**src/hw/rtl/cpsm_pkg.sv**
```systemverilog
// ----------------------------------------------------------------------------
// cpsm_pkg
// Shared types, constants and helpers of the clipped single pixel smoother.
// ----------------------------------------------------------------------------
`default_nettype none
package cpsm_pkg;

  localparam int unsigned BORDER     = 8;
  localparam int unsigned MAX_WIDTH  = 2048;
  localparam int unsigned RING_LINES = 8;
  localparam int unsigned COL_W      = $clog2(MAX_WIDTH);
  localparam int unsigned SLOT_W     = $clog2(RING_LINES);
  localparam int unsigned RAM_DEPTH  = RING_LINES * MAX_WIDTH;
  localparam int unsigned RAM_WIDTH  = 33;
  localparam int unsigned ROW_W      = 12;
  localparam int unsigned FW_W       = 12;
  localparam int unsigned FH_W       = 13;
  localparam int unsigned VAL_W      = 16;
  localparam int unsigned PEND_W     = 14;

  localparam logic [41:0] FLAT_LIMIT = 42'd4194304;

  localparam logic [1:0] REG_FRAME_WIDTH  = 2'd0;
  localparam logic [1:0] REG_FRAME_HEIGHT = 2'd1;
  localparam logic [1:0] REG_CLIP_LEVEL   = 2'd2;

  typedef enum logic [3:0] {
    S_IDLE, S_CREAD, S_CWAIT, S_CDEC, S_WIN, S_DRAIN1, S_DRAIN2,
    S_CALC1, S_CALC2, S_EMIT
  } state_e;

  typedef struct packed {
    logic       accept;
    logic       rd;
    logic       center;
    logic       inner;
    logic [2:0] d;
    logic [2:0] e;
    logic       clr;
    logic       calc1;
    logic       calc2;
    logic       emit;
  } cmd_t;

  typedef struct packed {
    logic fire;
    logic cand;
    logic out_free;
  } status_t;

  typedef struct packed {
    logic [COL_W-1:0]  col;
    logic [ROW_W-1:0]  row;
    logic [SLOT_W-1:0] slot;
  } pos_t;

  function automatic pos_t advance(pos_t p, logic [FW_W-1:0] w, logic [FH_W-1:0] h);
    pos_t              n;
    logic [COL_W:0]    col1;
    logic [ROW_W:0]    row1;
    n    = p;
    col1 = {1'b0, p.col} + 1'b1;
    row1 = {1'b0, p.row};
    if (col1 >= w) begin
      n.col  = '0;
      n.slot = p.slot + 1'b1;
      row1   = {1'b0, p.row} + 1'b1;
    end else begin
      n.col = col1[COL_W-1:0];
    end
    if (row1 >= h) begin
      n.row = '0;
    end else begin
      n.row = row1[ROW_W-1:0];
    end
    return n;
  endfunction

  function automatic logic [21:0] recip_q24(logic [3:0] cnt);
    logic [21:0] r;
    case (cnt)
      4'd5:    r = 22'd3355443;
      4'd6:    r = 22'd2796203;
      4'd7:    r = 22'd2396745;
      4'd8:    r = 22'd2097152;
      default: r = 22'd0;
    endcase
    return r;
  endfunction

endpackage
`default_nettype wire

```
**src/hw/rtl/cpsm_ctrl.sv**
```systemverilog
// ----------------------------------------------------------------------------
// cpsm_ctrl
// Sequencer: accept a request; when it fires, read the centre, sweep the 5x5 window for a candidate, emit.
// ----------------------------------------------------------------------------
`default_nettype none
module cpsm_ctrl (
  input  wire logic              clk_i,
  input  wire logic              rst_ni,
  input  wire logic              s_valid_i,
  output logic                   s_ready_o,
  input  wire cpsm_pkg::status_t status_i,
  output cpsm_pkg::cmd_t         cmd_o
);

  cpsm_pkg::state_e state_q, state_d;
  logic [2:0] d_q, d_d, e_q, e_d;

  always_ff @(posedge clk_i or negedge rst_ni) begin
    if (!rst_ni) begin
      state_q <= cpsm_pkg::S_IDLE;
      d_q     <= '0;
      e_q     <= '0;
    end else begin
      state_q <= state_d;
      d_q     <= d_d;
      e_q     <= e_d;
    end
  end

  always_comb begin
    state_d   = state_q;
    d_d       = d_q;
    e_d       = e_q;
    cmd_o     = '0;
    s_ready_o = 1'b0;
    case (state_q)
      cpsm_pkg::S_IDLE: begin
        s_ready_o = 1'b1;
        if (s_valid_i) begin
          cmd_o.accept = 1'b1;
          if (status_i.fire) state_d = cpsm_pkg::S_CREAD;
        end
      end
      cpsm_pkg::S_CREAD: begin
        cmd_o.rd     = 1'b1;
        cmd_o.center = 1'b1;
        cmd_o.d      = 3'd2;
        cmd_o.e      = 3'd2;
        state_d      = cpsm_pkg::S_CWAIT;
      end
      cpsm_pkg::S_CWAIT: state_d = cpsm_pkg::S_CDEC;
      cpsm_pkg::S_CDEC: begin
        cmd_o.clr = 1'b1;
        d_d       = '0;
        e_d       = '0;
        state_d   = status_i.cand ? cpsm_pkg::S_WIN : cpsm_pkg::S_EMIT;
      end
      cpsm_pkg::S_WIN: begin
        cmd_o.rd    = 1'b1;
        cmd_o.d     = d_q;
        cmd_o.e     = e_q;
        cmd_o.inner = d_q >= 3'd1 && d_q <= 3'd3 && e_q >= 3'd1 && e_q <= 3'd3;
        if (e_q == 3'd4) begin
          e_d = '0;
          d_d = d_q + 1'b1;
          if (d_q == 3'd4) state_d = cpsm_pkg::S_DRAIN1;
        end else begin
          e_d = e_q + 1'b1;
        end
      end
      cpsm_pkg::S_DRAIN1: state_d = cpsm_pkg::S_DRAIN2;
      cpsm_pkg::S_DRAIN2: state_d = cpsm_pkg::S_CALC1;
      cpsm_pkg::S_CALC1: begin
        cmd_o.calc1 = 1'b1;
        state_d     = cpsm_pkg::S_CALC2;
      end
      cpsm_pkg::S_CALC2: begin
        cmd_o.calc2 = 1'b1;
        state_d     = cpsm_pkg::S_EMIT;
      end
      cpsm_pkg::S_EMIT: begin
        if (status_i.out_free) begin
          cmd_o.emit = 1'b1;
          state_d    = cpsm_pkg::S_IDLE;
        end
      end
      default: state_d = cpsm_pkg::S_IDLE;
    endcase
  end

  assert property (@(posedge clk_i) disable iff (!rst_ni)
    (s_valid_i && s_ready_o && status_i.fire) |=> state_q == cpsm_pkg::S_CREAD)
    else $error("firing request did not start a read");
  assert property (@(posedge clk_i) disable iff (!rst_ni)
    (state_q == cpsm_pkg::S_EMIT && status_i.out_free) |=> s_ready_o)
    else $error("no return to idle after emit");
  assert property (@(posedge clk_i) disable iff (!rst_ni)
    !(cmd_o.accept && cmd_o.rd))
    else $error("write and read requested together");

endmodule
`default_nettype wire

```
**config.mk**
```make
export PLATFORM = sky130hd
export DESIGN_NAME = cpsm_ctrl
export DESIGN_NICKNAME = d
export VERILOG_FILES = /design/src/hw/rtl/cpsm_pkg.sv /design/src/hw/rtl/cpsm_ctrl.sv
export SDC_FILE = /design/constraint.sdc
export NUM_CORES = 1
export LEC_CHECK = 0
export BUFFER_PORTS_ARGS = -buffer_cell sky130_fd_sc_hd__buf_2
export CAP_MARGIN = 20
export CORE_AREA = 5 5 83 47
export CTS_BUF_LIST = sky130_fd_sc_hd__clkbuf_16
export CTS_CLUSTER_DIAMETER = 120
export DETAILED_ROUTE_END_ITERATION = 12
export DIE_AREA = 0 0 88 52
export PLACE_DENSITY_LB_ADDON = 0.12
export REMOVE_ABC_BUFFERS = 1
export SLEW_MARGIN = 20
export SYNTH_ARGS = -nofsm -noshare
export SYNTH_HDL_FRONTEND = slang
export SYNTH_SLANG_ARGS = --single-unit
```
**constraint.sdc**
```tcl
create_clock -name clk_i -period 3.9 [get_ports clk_i]
set_input_delay 1.17 -clock clk_i [delete_from_list [all_inputs] [get_ports clk_i]]
set_output_delay 1.17 -clock clk_i [all_outputs]
set_load 0.1 [all_outputs]
```
Word-level counts from Yosys, hierarchy flattened:

Cells that the tools add are included.

* bits in registers: 10
* output and inout bits: 15
* logic and storage cells: 56

* add/sub/neg operators: 2
* magnitude comparators: 4
* equal/unequal tests: 16
* muxes and demuxes: 23
* reduce and logical (&&, ||, !) cells: 8

Operators with widths (number)
* 4-bit case mux with 10 select lines: 1
* 4-bit 2-to-1 mux: 6
* 4-bit by 3-bit == test with 1-bit output, second input constant: 4
* 3-bit case mux with 2 select lines: 2
* 6-bit case mux with 2 select lines: 1
* 1-bit 2-to-1 mux: 11
* 2-bit inequality test, second input constant: 5
* 4-bit by 2-bit == test with 1-bit output, second input constant: 2
* 4-bit == test, second input constant: 2
* 3-bit by 1-bit adder with 3-bit output, second input constant: 2
* 3-bit == test, second input constant: 2
* 3-bit by 1-bit >= comparator with 1-bit output, second input constant: 2
* 3-bit by 2-bit <= comparator with 1-bit output, second input constant: 2
* 3-bit 2-to-1 mux: 2
* 5-bit AND reduction: 1
* 4-bit by 1-bit == test with 1-bit output, second input constant: 1
* 4-bit zero test: 1
* 1-bit logical AND: 3
* 2-bit AND reduction: 1
* 2-bit nonzero test: 1
* 2-bit OR reduction: 1

Longest topological paths before layout:

Gate-level depths: netlist of the first run.

* depth after elaboration: 5
* gate-level depth with buffers: 5

Worst setup path before layout of the first run:

No wires, ideal clock.

* path type: register to output
* start: reg state_q[1]
* end: out cmd_o[12] (netlist bit)
* arrival: 4.703 ns
* setup slack: -1.973 ns
* stages on the path, launching flop included: 4
* buffers on the path: 1
* cell sequence: dfrtp_1 -> clkbuf_1 -> nor4_1 -> nand2b_1

RTL lines
* from (decl): RTL line cpsm_ctrl.sv:15 `cpsm_pkg::state_e state_q, state_d;`
* from (signal assigned): RTL line cpsm_ctrl.sv:20 `state_q <= cpsm_pkg::S_IDLE;`
* from (signal assigned): RTL line cpsm_ctrl.sv:24 `state_q <= state_d;`
* to (decl): RTL line cpsm_ctrl.sv:12 `output cpsm_pkg::cmd_t cmd_o`

==> results of run 1 <==
## per-stage QoR
stage	setup slack [ns]	util (%)
global placement	0.831	28.5
CTS	0.555	30.8
floorplan	-1.94	-
finish	0.566	30.8
detailed placement	0.804	28.5
global route	0.512	30.8
## critical path, cell delays in order (launching register included)
cell,delay (ns)
dfrtp_1,0.52
or4b_4,0.68
nor4_2,0.27
buf_2,0.46
## area by class of cell
cell class,count,area (sq um),area share (%)
tap,42,52.6,5.37
sequential,10,250,25.6
clock buffer,3,75.1,7.67
timing repair buffer,20,100,10.2
multi-input combinational,63,470,48.1
inverter,8,30.0,3.07
## kinds of logic after synthesis
logic type | Yosys count
xor+xnor | 1
flops | 10
buf+inv | 13
simple gates | 37
mux | 3
fa+ha+maj | 8
compound gates | 14
## worst paths after layout
check                      slack, ns              startpoint  depth (start not counted)                 end
setup / recovery                0.57  state_q[1]$_DFFE_PN0P_                          3           cmd_o[10]
hold / removal                  0.60      d_q[2]$_DFFE_PN0P_                          2  d_q[2]$_DFFE_PN0P_
setup reg to reg                2.24  state_q[1]$_DFFE_PN0P_                          3  d_q[2]$_DFFE_PN0P_
hold reg to reg                 0.60      d_q[2]$_DFFE_PN0P_                          2  d_q[2]$_DFFE_PN0P_
max in group asynchronous       2.90                  rst_ni                          1  d_q[2]$_DFFE_PN0P_
min in group asynchronous       0.80                  rst_ni                          1  e_q[0]$_DFFE_PN0P_
## registers in the layout, summed over array words and instances (netlist names)
signal / cells
state_q: 4
e_q: 3
d_q: 3
## per-layer routing
metal	up-vias	wire, um
met5	-	0
met4	0	8
met3	2	70
met2	9	791
met1	322	1020
li1	344	-
## synth_stat cells (2+ instances only)
cell type   n  area share (%)
nand2_1     9             4.3
o21ai_0     2             1.3
nand4_1     2             1.6
nor4_1      4             3.2
clkbuf_1    3             1.4
dfrtp_1    10              32
a21oi_1     3             1.9
a22o_1      2             2.2
nor2b_1     3             2.4
buf_6       2             2.9
nor3b_1     2             1.9
mux2i_1     3             3.8
a21o_1      2             1.9
inv_1       8             3.8
nor2_1      7             3.3
o22ai_1     2             1.6
ha_1        8              13
==> summary.md, run 1 <==
| Metric | Value |
|---|---|
| Status | `finished, final reports clean` |
| Ys flop type | `dfrtp_1` |
| Die Span X | `roughly 88 um` |
| Routability cong. | `0.780` |
| Async set-or-reset flop fraction in the synthesized netlist | `100%` |
| Seq/Total Area, Yosys | `31.9%` |
| Flops & latches, synth | `10` |
| CP startpoint kind | `flop` |
| Tcrit/Tclk final | `85.5%` |
| WL final | `~1900 um` |
| Inserted Clock Buffers | `3` |
| Vias in the first global route | `between 600 and 700` |
| Post-route setup TNS | `0 ns` |
| Cell Count, Final, Fillers Out | `~150` |
| Relative slew slack | `61.9%` |
| Htree depth | `1` |
| Critical Path End Type | `output port` |
| Grt total ovfl | `0` |
| Met3 Use GR | `4.43%` |
| ANT cells | `0` |
| RSZ-0062 raised after global routing | `false` |
| Vias per cell | `4.64` |
| Cts repair resizes | `0` |
| Worst EP required | `2.73 ns` |
| Dpl cells | `143` |
| Clk_lat worst skew | `0.23 ns` |
| Critical path class | `reg -> out` |
| Commonest non-fill, non-tap cell in the layout | `buf_2` |
| Highest Clock Rate | `300 MHz` |
| 1st-iter DRT viols | `33` |
| Final net count | `120` |
| XOR/XNOR Fraction of Synth Area | `1.12%` |
| Final setup violation count | `0` |
| Detail Route Antenna Nets | `0` |
| Die Height | `approximately 52 um` |
| DRC Markers | `0` |
| Initial antenna violation count | `0` |
| Post-synthesis mux area share | `3.83%` |
| Largest family of logic cells by synthesized area | `simple AND/OR/NAND/NOR gates` |
| Adder-cell share of the synthesized area | `12.8%` |
| Global-route met1 utilization | `about an eighth` |
| HP Class | `reg -> reg` |
| GR peak layer | `met1` |
| Tot GR Track Use | `9.03%` |
| Area post-placement | `903 sq um` |
| Filler cell count in the final layout | `between 300 and 400` |
| Syn avg cell area | `9.12 sq um` |
| Synth Warn # | `0` |
| Vias | `about 680` |
| Post-synthesis compound-gate area fraction | `12.1%` |
| Clock Skews | `slightly below 0.0005 ns` |
| Post-synth cell types | `31` |
| Largest net degree at the start of global routing | `13` |
| Number of synthesized flops with an enable pin | `0` |
| DP HPWL | `1470 um` |
| Final Hold Viols | `0` |
| CTS tree | `built` |
| Clock root buffer | `clkbuf_16` |
| Commonest cells after routing, fill and taps aside | `20 x buf_2, 10 x dfrtp_1, 9 x nand2_1` |
| Layout cells sized above 1 | `26.0%` |
| Crit-path max FO | `12` |
| Die area | `around 4600 sq um` |
| Syn Inst Count | `86` |
| Post-CTS Hold Buffers | `0` |
| Drt wl/cell | `12.9 um` |
| WHS | `0.601 ns` |
| Tmin final | `3.33 ns` |
| Slew Limit Fails | `0` |
| Worst-path clk slew | `0.04 ns` |
| Port-buffer cells | `20` |
| Clock sinks | `10` |
| Setup Fix Bufs, Post-CTS | `0` |
| Max-Cap Viols | `0` |
| Io pins | `21` |
| Worst Tran Pin Value | `0.566 ns` |
| First-pass GRT wire length | `3100 um` |
| Core Footprint | `~3200 sq um` |
| Area growth from synthesis to layout | `24.7%` |
| Post-Synth Simple-Gate Area | `between 30% and 40%` |
| Synthesized area | `~780 sq um` |
| DR pass1 iterations | `4` |
| Met2 Use GR | `12.0%` |
| Rows | `15` |
| Fin area | `978 sq um` |
| Max Root-Sink Buffers | `2` |
| Initial core utilization | `24.7%` |
| Worst EP arrival | `2.16 ns` |
Power of run 1 is left out: the tool's default activity adds up to more than one toggle a clock period on the data nets, which glitch-free logic cannot reach.
==> run 2, diff against run 1 <==
Settings changed: MAX_ROUTING_LAYER set to met4.
==> run 2 against run 1 <==
Non-clock buffer count unchanged; via count increased by 0.30%; setup slack got worse by 0.0011 ns; die area unchanged; final cell count unchanged.
==> summary.md, run 2 (synthesis results as in run 1) <==
| Metric | Value |
|---|---|
| Status | `finished, final reports clean` |
| Worst-path clk slew | `0.04 ns` |
| WL final | `1890 um` |
| CP delay by family, top | `simple AND/OR/NAND/NOR gates` |
| Die Span X | `between 80 and 90 um` |
| Worst path cell trace | `or4b_4 -> nor4_2 -> buf_2` |
| Die area | `4580 sq um` |
| Detail Route Antenna Nets | `0` |
| CP startpoint kind | `flop` |
| Core Footprint | `about 3200 sq um` |
| Clock sinks | `10` |
| Worst Path Buf+Inv | `1` |
| 1st-iter DRT viols | `37` |
| DR pass1 iterations | `4` |
| Area post-placement | `around 900 sq um` |
| DP HPWL | `about 1500 um` |
| Crit-path max FO | `12` |
| HP Class | `reg -> reg` |
| Htree depth | `1` |
| Io pins | `21` |
| Post-CTS Hold Buffers | `0` |
| Post-route setup TNS | `0 ns` |
| Tmin final | `between 3 and 4 ns` |
| Max FFs per register | `4` |
| Max Root-Sink Buffers | `2` |
| Vias | `approximately 680` |
| Grt total ovfl | `0` |
| ANT cells | `0` |
| Clock Skews | `0.00119 ns` |
| Final net count | `120` |
| RSZ-0062 raised after global routing | `false` |
| Tot GR Track Use | `9.27%` |
| Worst Tran Pin Value | `0.574 ns` |
| Final setup violation count | `0` |
| Fin area | `approximately 1000 sq um` |
| Die Height | `52 um` |
| Worst EP arrival | `2.17 ns` |
| Vias per cell | `4.65` |
| CTS tree | `built` |
| Critical path class | `reg -> out` |
| Final Hold Viols | `0` |
| Filler cell count in the final layout | `346` |
| Initial core utilization | `24.7%` |
| Port-buffer cells | `20` |
| Commonest non-fill, non-tap cell in the layout | `buf_2` |
| Inserted Clock Buffers | `3` |
| Register area | `250 sq um` |
| Tcrit/Tclk final | `85.5%` |
| Largest net degree at the start of global routing | `13` |
| Highest Clock Rate | `roughly 300 MHz` |
| Area growth from synthesis to layout | `24.7%` |
| Biggest regs | `state_q (4), d_q (3), e_q (3)` |
| Cts repair resizes | `0` |
| Slew Limit Fails | `0` |
| Initial antenna violation count | `0` |
| Clk_lat worst skew | `0.23 ns` |
| Biggest register | `state_q` |
| Drt wl/cell | `13.0 um` |
| Util after Layout | `a little under a third` |
| Dpl cells | `143` |
| Vias in the first global route | `around 630` |
| Commonest cells after routing, fill and taps aside | `20 x buf_2, 10 x dfrtp_1, 9 x nand2_1` |
| Slowest CP cell | `or4b_4` |
| DRC Markers | `0` |
| Worst EP required | `2.73 ns` |
| Critical Path End Type | `output port` |
| Setup Fix Bufs, Post-CTS | `0` |
| Routability cong. | `0.791` |
| CP peak stage delay | `0.68 ns` |
| Rows | `15` |
| First-pass GRT wire length | `around 3100 um` |
| Layout cells sized above 1 | `26.0%` |
| Clock root buffer | `clkbuf_16` |
| Max-Cap Viols | `0` |
| Area of the multi-input gates | `470 sq um` |
| Cell Count, Final, Fillers Out | `146` |
| Relative slew slack | `61.4%` |
[run 2: cell counts in the layout (fill, tap and decap cells not counted)]
No cell type changed its count.
[run 2: cell type report]
type / count / share of cell area (%)
Inverter: 8 / 3.07
Multi-Input combinational cell: 63 / 48.1
Tap cell: 42 / 5.37
Clock buffer: 3 / 7.67
Sequential cell: 10 / 25.6
Timing Repair Buffer: 20 / 10.2
[run 2: worst paths after layout]
path / from / to / slack (ns) / cells after the start
worst min-delay path: d_q[2]$_DFFE_PN0P_ / d_q[2]$_DFFE_PN0P_ / 0.60 / 2
worst max register to register: state_q[1]$_DFFE_PN0P_ / d_q[2]$_DFFE_PN0P_ / 2.24 / 3
min in group asynchronous: rst_ni / e_q[0]$_DFFE_PN0P_ / 0.79 / 1
max in group asynchronous: rst_ni / d_q[2]$_DFFE_PN0P_ / 2.91 / 1
worst min register to register: d_q[2]$_DFFE_PN0P_ / d_q[2]$_DFFE_PN0P_ / 0.60 / 2
worst max-delay path: state_q[1]$_DFFE_PN0P_ / cmd_o[10] / 0.56 / 3
[run 2: worst register-to-register path, delay by kind of cell, from the launching register on]
| family | cells | cell delay, ns |
|---|---|---|
| and+or+nand+nor | 2 | 0.86 |
| DFF | 1 | 0.52 |
| muxes | 1 | 0.20 |
[run 2: metal layers]
layer / share of wire (%) / track usage (%)
met5: 0 / -
met4: 0.48 / 2.30
met3: 4.8 / 4.43
met2: 42 / 12.0
met1: 53 / 12.7
[run 2: metrics by stage]
stage / hold WS [ns] / worst slack (ns)
6_report: 0.601 / 0.564
3_5_place_dp: 0.595 / 0.804
2_1_floorplan: 0.541 / -1.94
5_1_grt: 0.626 / 0.512
4_1_cts: 0.599 / 0.555
3_3_place_gp: 0.585 / 0.831
Power of run 2 is left out for the same reason.
==> run 3, diff against run 2 <==
--- a/config.mk
+++ b/config.mk
@@ -7,5 +7,4 @@
 export LEC_CHECK = 0
 export BUFFER_PORTS_ARGS = -buffer_cell sky130_fd_sc_hd__buf_2
-export CAP_MARGIN = 20
 export CORE_AREA = 5 5 83 47
 export CTS_BUF_LIST = sky130_fd_sc_hd__clkbuf_16
==> constraint.sdc (replaced) <==
create_clock -name clk_i -period 3.6 [get_ports clk_i]
set_input_delay 0.72 -clock clk_i [delete_from_list [all_inputs] [get_ports clk_i]]
set_output_delay 0.72 -clock clk_i [all_outputs]
set_load 0.1 [all_outputs]
==> run 3 against run 2 <==
Count of clock-buffer cells in the layout is the same; clock skew is 0.0042 ns higher; non-clock buffer count stayed put; critical path type unchanged; via count down 0.29%; register-to-register slack worse by 0.30 ns; routed wire length increased by 3.2%; sequential cell count stayed put.
==> summary.md, run 3 (synthesis results as in run 1) <==
| Metric | Value |
|---|---|
| CTS tree | `built` |
| Die Span X | `88 um` |
| Critical path class | `reg -> out` |
| Status | `finished, final reports clean` |
| Final net count | `120` |
| Vias in the first global route | `680` |
| Die area | `4580 sq um` |
| Final setup violation count | `0` |
| Core Footprint | `3170 sq um` |
| Slew Limit Fails | `0` |
| DP HPWL | `1550 um` |
| Die Height | `between 50 and 60 um` |
| Max FFs per register | `4` |
| Clock sinks | `10` |
| Filler cell count in the final layout | `343` |
| Biggest register | `state_q` |
| DR pass1 iterations | `4` |
| Drt wl/cell | `~13 um` |
| RSZ-0062 raised after global routing | `false` |
| Largest net degree at the start of global routing | `13` |
| Max Root-Sink Buffers | `2` |
| Vias per cell | `between 4 and 5` |
| Worst path cell trace | `or4b_4 -> nor4_2 -> buf_2` |
| Layout cells sized above 1 | `26.0%` |
| DRC Markers | `0` |
| Routability cong. | `0.759` |
| Worst Tran Pin Value | `0.528 ns` |
| Worst EP arrival | `between 2 and 2.5 ns` |
| Slowest CP cell | `or4b_4` |
| Io pins | `21` |
| Biggest regs | `state_q (4), d_q (3), e_q (3)` |
| Clk_lat worst skew | `0.24 ns` |
| Initial core utilization | `around a quarter` |
| Tcrit/Tclk final | `80.4%` |
| Detail Route Antenna Nets | `0` |
| First-pass GRT wire length | `~3200 um` |
| 1st-iter DRT viols | `46` |
| Vias | `677` |
| Crit-path max FO | `12` |
| Tot GR Track Use | `about a tenth` |
| Initial antenna violation count | `0` |
| Setup ws final | `0.707 ns` |
| Port-buffer cells | `20` |
| CP startpoint kind | `flop` |
| Worst-path clk slew | `around 0.040 ns` |
| Max-Cap Viols | `0` |
| Tmin final | `roughly 2.9 ns` |
| Area growth from synthesis to layout | `24.7%` |
| Setup Fix Bufs, Post-CTS | `0` |
| Dpl ws | `roughly 0.95 ns` |
| WL final | `1950 um` |
| Commonest non-fill, non-tap cell in the layout | `buf_2` |
| Highest Clock Rate | `around 350 MHz` |
| Htree depth | `1` |
| HP Class | `in -> async` |
| Final Hold Viols | `0` |
| Cts repair resizes | `0` |
| CP peak stage delay | `0.68 ns` |
| Relative slew slack | `roughly 64%` |
| Clock root buffer | `clkbuf_16` |
| Worst EP required | `2.88 ns` |
| Critical Path End Type | `output port` |
| Post-CTS Hold Buffers | `0` |
| ANT cells | `0` |
| Commonest cells after routing, fill and taps aside | `20 x buf_2, 10 x dfrtp_1, 9 x nand2_1` |
| Clock Skews | `0.00542 ns` |
| Grt total ovfl | `0` |
| Rows | `15` |
| Inserted Clock Buffers | `3` |
[run 3: cell counts in the layout (fill, tap and decap cells not counted)]
No cell type changed its count.
[run 3: final timing paths]
check                      slack [ns]                     end                    from  depth (start not counted)
setup / recovery                 0.71               cmd_o[10]  state_q[1]$_DFFE_PN0P_                          3
hold / removal                   0.35  state_q[1]$_DFFE_PN0P_                  rst_ni                          1
setup reg to reg                 1.94      d_q[2]$_DFFE_PN0P_  state_q[1]$_DFFE_PN0P_                          3
hold reg to reg                  0.59      d_q[2]$_DFFE_PN0P_      d_q[2]$_DFFE_PN0P_                          2
max in group asynchronous        3.05  state_q[2]$_DFFE_PN0P_                  rst_ni                          1
min in group clk_i               0.59      d_q[2]$_DFFE_PN0P_      d_q[2]$_DFFE_PN0P_                          2
[run 3: critical path, delay by kind of cell (launching register included)]
| family | cells | cell delay, ns |
|---|---|---|
| AND/OR/NAND/NOR | 2 | 0.96 |
| flip-flops | 1 | 0.52 |
| buffers and inverters | 1 | 0.46 |
[run 3: cell type report]
type	instances	area, sq um	area share (%)
multi-input combinational	63	470	48.1
sequential	10	250	25.6
timing repair buffer	20	100	10.2
clock buffer	3	75.1	7.67
tap	42	52.6	5.37
inverter	8	30.0	3.07
[run 3: stage by stage]
stage	TNS, ns	instances	instance area, sq um	util, %	hold slack [ns]
after floorplan	-8.75	81	751	-	0.424
after global placement	0	143	903	28.5	0.587
after detailed placement	0	143	903	28.5	0.602
after CTS	0	146	978	30.8	0.359
after global routing	0	146	978	30.8	0.371
final	0	146	978	30.8	0.346
[run 3: routing by layer]
layer  vias up  share of wire (%)  GRT usage (%)
li1        342                  -              -
met1       329                 53           12.9
met2         4                 43           13.5
met3         2                3.3           4.27
met4         0               0.46           2.81
met5         -                  0              -
Power of run 3 is left out for the same reason.
